[src/rtl/core/dpmst_pkg.sv]
// Shared types and constants of the dense Prim spanning tree core.
package dpmst_pkg;

    // Default sizes and field widths.
    localparam int MAX_VERTICES_DEF = 64;
    localparam int WEIGHT_BITS_DEF  = 32;
    localparam int VCOUNT_W         = 7;
    localparam int WEIGHT_FIELD_W   = 32;
    localparam int VERTEX_FIELD_W   = 6;
    localparam logic [VCOUNT_W-1:0] VCOUNT_RESET = 7'd64;

    // Controller states.
    typedef enum logic [2:0] {
        S_LOAD,
        S_WAVE,
        S_WAIT,
        S_DROP,
        S_OUT
    } t_state;

    // Broadcast controls from the sequencer to every cell.
    typedef struct packed {
        logic init;
        logic mark;
        logic shift;
    } t_cell_ctrl;

endpackage

[src/rtl/core/dpmst_cell.sv]
// One vertex cell: holds key, parent and tree flag, relaxes and passes the min token on.
module dpmst_cell #(
    parameter int MAX_VERTICES = 64,
    parameter int WEIGHT_BITS  = 32,
    parameter int IDX          = 0
) (
    input  logic                                   i_clk,
    input  logic                                   i_rst_n,
    input  dpmst_pkg::t_cell_ctrl                  i_ctrl,
    input  logic [$clog2(MAX_VERTICES+1)-1:0]      i_n,
    input  logic [$clog2(MAX_VERTICES)-1:0]        i_u,
    input  logic [$clog2(MAX_VERTICES)-1:0]        i_mark_idx,
    input  logic [WEIGHT_BITS-1:0]                 i_rd_data,
    input  logic                                   i_tok_valid,
    input  logic [WEIGHT_BITS-1:0]                 i_tok_key,
    input  logic [$clog2(MAX_VERTICES)-1:0]        i_tok_idx,
    output logic                                   o_tok_valid,
    output logic [WEIGHT_BITS-1:0]                 o_tok_key,
    output logic [$clog2(MAX_VERTICES)-1:0]        o_tok_idx,
    input  logic [WEIGHT_BITS-1:0]                 i_shift_key,
    input  logic [$clog2(MAX_VERTICES)-1:0]        i_shift_parent,
    output logic [WEIGHT_BITS-1:0]                 o_key,
    output logic [$clog2(MAX_VERTICES)-1:0]        o_parent
);
    import dpmst_pkg::*;

    localparam int VW = $clog2(MAX_VERTICES);
    localparam int NW = $clog2(MAX_VERTICES + 1);
    localparam logic [VW-1:0] MY_IDX = VW'(IDX);
    localparam logic [NW-1:0] MY_IDX_N = NW'(IDX);

    logic [WEIGHT_BITS-1:0] r_key, n_key;
    logic [VW-1:0]          r_parent, n_parent;
    logic                   r_in_tree, n_in_tree;
    logic                   r_tok_valid, n_tok_valid;
    logic [WEIGHT_BITS-1:0] r_tok_key, n_tok_key;
    logic [VW-1:0]          r_tok_idx, n_tok_idx;

    logic                   active;
    logic                   relax;
    logic [WEIGHT_BITS-1:0] relaxed_key;

    // Relax on the row word that arrives with the token, then take part in the min search.
    always_comb begin
        active      = (MY_IDX_N < i_n);
        relax       = i_tok_valid && active && !r_in_tree && (i_rd_data <= r_key);
        relaxed_key = relax ? i_rd_data : r_key;

        n_key     = r_key;
        n_parent  = r_parent;
        n_in_tree = r_in_tree;
        if (i_ctrl.init) begin
            n_in_tree = (IDX == 0);
            n_key     = (IDX == 0) ? '0 : '1;
        end else if (i_ctrl.shift) begin
            n_key    = i_shift_key;
            n_parent = i_shift_parent;
        end else begin
            if (relax) begin
                n_key    = i_rd_data;
                n_parent = i_u;
            end
            if (i_ctrl.mark && (i_mark_idx == MY_IDX)) begin
                n_in_tree = 1'b1;
            end
        end

        // Ties go to the later vertex, so the test is less or equal.
        n_tok_valid = i_tok_valid;
        n_tok_key   = i_tok_key;
        n_tok_idx   = i_tok_idx;
        if (i_tok_valid && active && !r_in_tree && (relaxed_key <= i_tok_key)) begin
            n_tok_key = relaxed_key;
            n_tok_idx = MY_IDX;
        end
    end

    // Control registers.
    always_ff @(posedge i_clk) begin
        if (!i_rst_n) begin
            r_in_tree   <= 1'b0;
            r_tok_valid <= 1'b0;
        end else begin
            r_in_tree   <= n_in_tree;
            r_tok_valid <= n_tok_valid;
        end
    end

    // Payload registers.
    always_ff @(posedge i_clk) begin
        r_key     <= n_key;
        r_parent  <= n_parent;
        r_tok_key <= n_tok_key;
        r_tok_idx <= n_tok_idx;
    end

    assign o_tok_valid = r_tok_valid;
    assign o_tok_key   = r_tok_key;
    assign o_tok_idx   = r_tok_idx;
    assign o_key       = r_key;
    assign o_parent    = r_parent;

endmodule

[config.mk]
export PLATFORM = sky130hd
export DESIGN_NAME = dpmst_cell
export DESIGN_NICKNAME = d
export VERILOG_FILES = /design/src/rtl/core/dpmst_pkg.sv /design/src/rtl/core/dpmst_cell.sv
export SDC_FILE = /design/constraint.sdc
export NUM_CORES = 1
export LEC_CHECK = 0
export ABC_CLOCK_PERIOD_IN_PS = 5700
export BUFFER_PORTS_ARGS = -buffer_cell sky130_fd_sc_hd__clkbuf_2
export CAP_MARGIN = 25
export CORE_MARGIN = 1
export CORE_UTILIZATION = 48
export DETAILED_ROUTE_END_ITERATION = 7
export PLACE_DENSITY_LB_ADDON = 0.15
export SKIP_CTS_REPAIR_TIMING = 1
export SYNTH_ARGS = -nofsm -noshare
export SYNTH_HDL_FRONTEND = slang
export SYNTH_SLANG_ARGS = --single-unit
[constraint.sdc]
create_clock -name i_clk -period 5.7 [get_ports i_clk]
set_input_delay 1.14 -clock i_clk [delete_from_list [all_inputs] [get_ports i_clk]]
set_output_delay 1.14 -clock i_clk [all_outputs]
set_load 0.005 [all_outputs]
==> impl_metrics.yaml <==
logic_synthesis:
  synthCells: 517
  yosysSeqAreaShare_pct: 33.86
  ys_dominant_reg_cell: "dfxtp_1"
  synth_edf_count: 6
  avgSynthCellArea_sq_um: 9.262
  synth_seq_cells: 78
  yosysWarnings: 0
  synthArstFlopShare_pct: 0
  syn_area_sq_mm: 0.004788
  synth_largest_area_cell: "dfxtp_1"
  synthTopCellsByCount: "inv_1 (102), dfxtp_1 (72), ha_1 (64), mux2i_1 (64), nor2_1 (49)"
  netlist.area_leader.share_pct: 30.10
  yosys-top-cells-area: "dfxtp_1 (30%), ha_1 (17%), mux2i_1 (13%), inv_1 (8.0%), a211oi_2 (7.6%)"
  synth_most_common_cell: "inv_1"
  synthDistinctLibCells: 42
  synthesis.nets: 714
clocking:
  path_clk_slew_ns: 0.08
  cts_tree: "yes"
  clk_latency_ns: 0.35
  root_buffer: "clkbuf_8"
  cts_buffer_depth: 2
  htree_levels: 3
  cts-buffers-inserted: 9
  cts.sinks: 78
worst_setup_path:
  critPathMaxFanout: 17
  timing.critical_path.buf_inv: 4
  arrival_ns: 5.32
  reg2reg_slack_ns: 1.15
  cp_slowest_stage_delay_ns: 0.47
  worst_path_max_delay_cell: "a2111oi_0"
  critPathTopFamily: "compound AO/OA/AOI/OAI gates"
  crit_chain: "clkbuf_2 > ha_1 > and4_1 > a221oi_1 > o2111ai_1 > o21ai_4 > buf_12 > mux2i_1 > inv_1 > ha_1 > a21oi_1 > o21ai_0 > a2111oi_0 > nor3b_1 > o21ai_4 > buf_4 > mux2i_1"
  worst_setup_path_start_kind: "input port"
  cp-end-kind: "register"
  path_class: "in -> reg"
  required_ns: 5.97
floorplan:
  io_pins: 210
  start_util_pct: 49.22
  die_area_sq_mm: 0.01038
  die_w_um: 101.9
  core_area_sq_mm: 0.009729
  rows: 36
  die_y_um: 101.9
global_route:
  grt_pass1_wl_um: 18350
  grtUsageMet2_pct: 39.71
  grt_use_total_pct: 22.94
  grt.met3_usage_pct: 4.378
  antenna_found_initial: 0
  first_global_vias: 4150
  met1_usage_pct: 28.15
  grt-busiest-layer: "met2"
  grt_max_degree: 36
  gr-total-overflow: 0
timing:
  setup-tns-final_ns: 0
  post-route-period-util_pct: 88.54
  fmax_mhz: 198.1
  final_hold_viol_count: 0
  slew_headroom_pct: 58.31
  finClkSkew_ns: 0.009130
  setup_viol: 0
  min_period_ns: 5.047
  grt_setup_unrepaired: "false"
  tightestPinTransition_ns: 0.6245
  final_max_slew_viol_count: 0
detailed_routing:
  postRouteAntennaNets: 0
  drcViolationCount: 0
  drt_iter0_markers: 110
  routed_wl_um: 12070
  detail_route.wl_per_cell_um: 13.97
  first_pass_iters: 4
  viasPerCell: 4.986
  num_vias: 4308
run_status:
  status: "complete, no violations"
flow_run:
  cap_violations: 0
power:
  ir_drop_mv: 0.1429
  power.density_mw_per_mm2: 249.8
  p_leak_nw: 3.277
cells_and_area:
  drive_above_1_share_pct: 36.94
  area_delta_synth_final_pct: 30.23
  fin_nets: 923
  final_util_pct: 64.09
  diodes: 0
place:
  gp_congestion: 0.9025
  hpwl_um: 9779
  portBuffers: 209
hold_path:
  hp-class: "reg -> reg"
## logic make-up after synthesis
logic type      Yosys count  share of synthesized area (%)
mux                      70                          14.79
simple gates             99                          9.616
compound gates           85                          14.87
fa+ha+maj                64                          16.72
buf+inv                 121                          10.14
flops                    78                          33.86
## per-stage QoR
stage / worst slack [ns] / total power [mW] / hold WS [ns] / cell area, sq um / instances
2_1_floorplan: 0.7629 / 0.8890 / 0.4437 / 4788 / 517
3_3_place_gp: 0.4562 / 1.049 / 0.4549 / 5991 / 848
3_5_place_dp: 0.3226 / 1.061 / 0.4637 / 5991 / 848
4_1_cts: 0.6756 / 1.572 / 0.4856 / 6236 / 864
5_1_grt: 0.3335 / 1.649 / 0.5084 / 6236 / 864
6_report: 0.6531 / 1.558 / 0.4879 / 6236 / 864
## registers in the layout (all words and copies together) (netlist names)
name,count
o_tok_key,32
o_tok_valid,1
o_key,32
r_in_tree,1
o_tok_idx,6
o_parent,6
## report_power, final
group	switching [mW]	internal (mW)	total (mW)
combinational	0.220	0.195	0.415
sequential	0.0245	0.607	0.632
clock	0.218	0.293	0.511
total	0.462	1.10	1.56
## layer usage
metal	vias to the layer above	part of all wire, %
li1	2185	-
met1	1973	46
met2	130	48
met5	-	0
met4	0	1.9
met3	20	4.6
## cell usage in the layout (no fill, tap or decap), types with 3 or more instances in the layout
| cell type | instances |
|---|---|
| a211oi_1 | 5 |
| a211oi_2 | 29 |
| a21oi_1 | 26 |
| and4_1 | 3 |
| buf_4 | 5 |
| bufinv_16 | 3 |
| clkbuf_2 | 209 |
| clkbuf_8 | 9 |
| dfxtp_1 | 72 |
| edfxtp_1 | 6 |
| ha_1 | 64 |
| inv_1 | 102 |
| mux2_2 | 6 |
| mux2i_1 | 64 |
| nand2_1 | 18 |
| nand4_1 | 11 |
| nor2_1 | 49 |
| nor2b_1 | 4 |
| nor4_1 | 5 |
| o21ai_0 | 8 |
## worst register-to-register path, stage by stage, from the launching register on
cell and delay [ns]:
dfxtp_1 0.36, inv_1 0.05, ha_1 0.30, and4_1 0.23
a221oi_1 0.42, o2111ai_1 0.25, o21ai_4 0.24, buf_12 0.21
mux2i_1 0.35, inv_1 0.09, ha_1 0.32, a21oi_1 0.15
o21ai_0 0.17, a2111oi_0 0.47, nor3b_1 0.15, o21ai_4 0.18
buf_4 0.32, mux2i_1 0.23
## worst paths after layout
check             depth (start not counted)          start       endpoint
hold reg to reg                           1      r_in_tree      r_in_tree
hold / removal                            1      r_in_tree      r_in_tree
setup reg to reg                         17      o_key[22]  o_tok_key[17]
setup / recovery                         17  i_rd_data[22]  o_tok_key[17]
## area by class of cell
class,count,area [sq um]
inverters,103,386.6
clock inverters,7,121.4
clock buffers,9,123.9
fillers,869,3493
repair buffers,216,1124
multi-input cells,318,2693
well taps,133,166.4
flip-flops and latches,78,1622
Note: power is estimated with default switching activity, not from simulation.
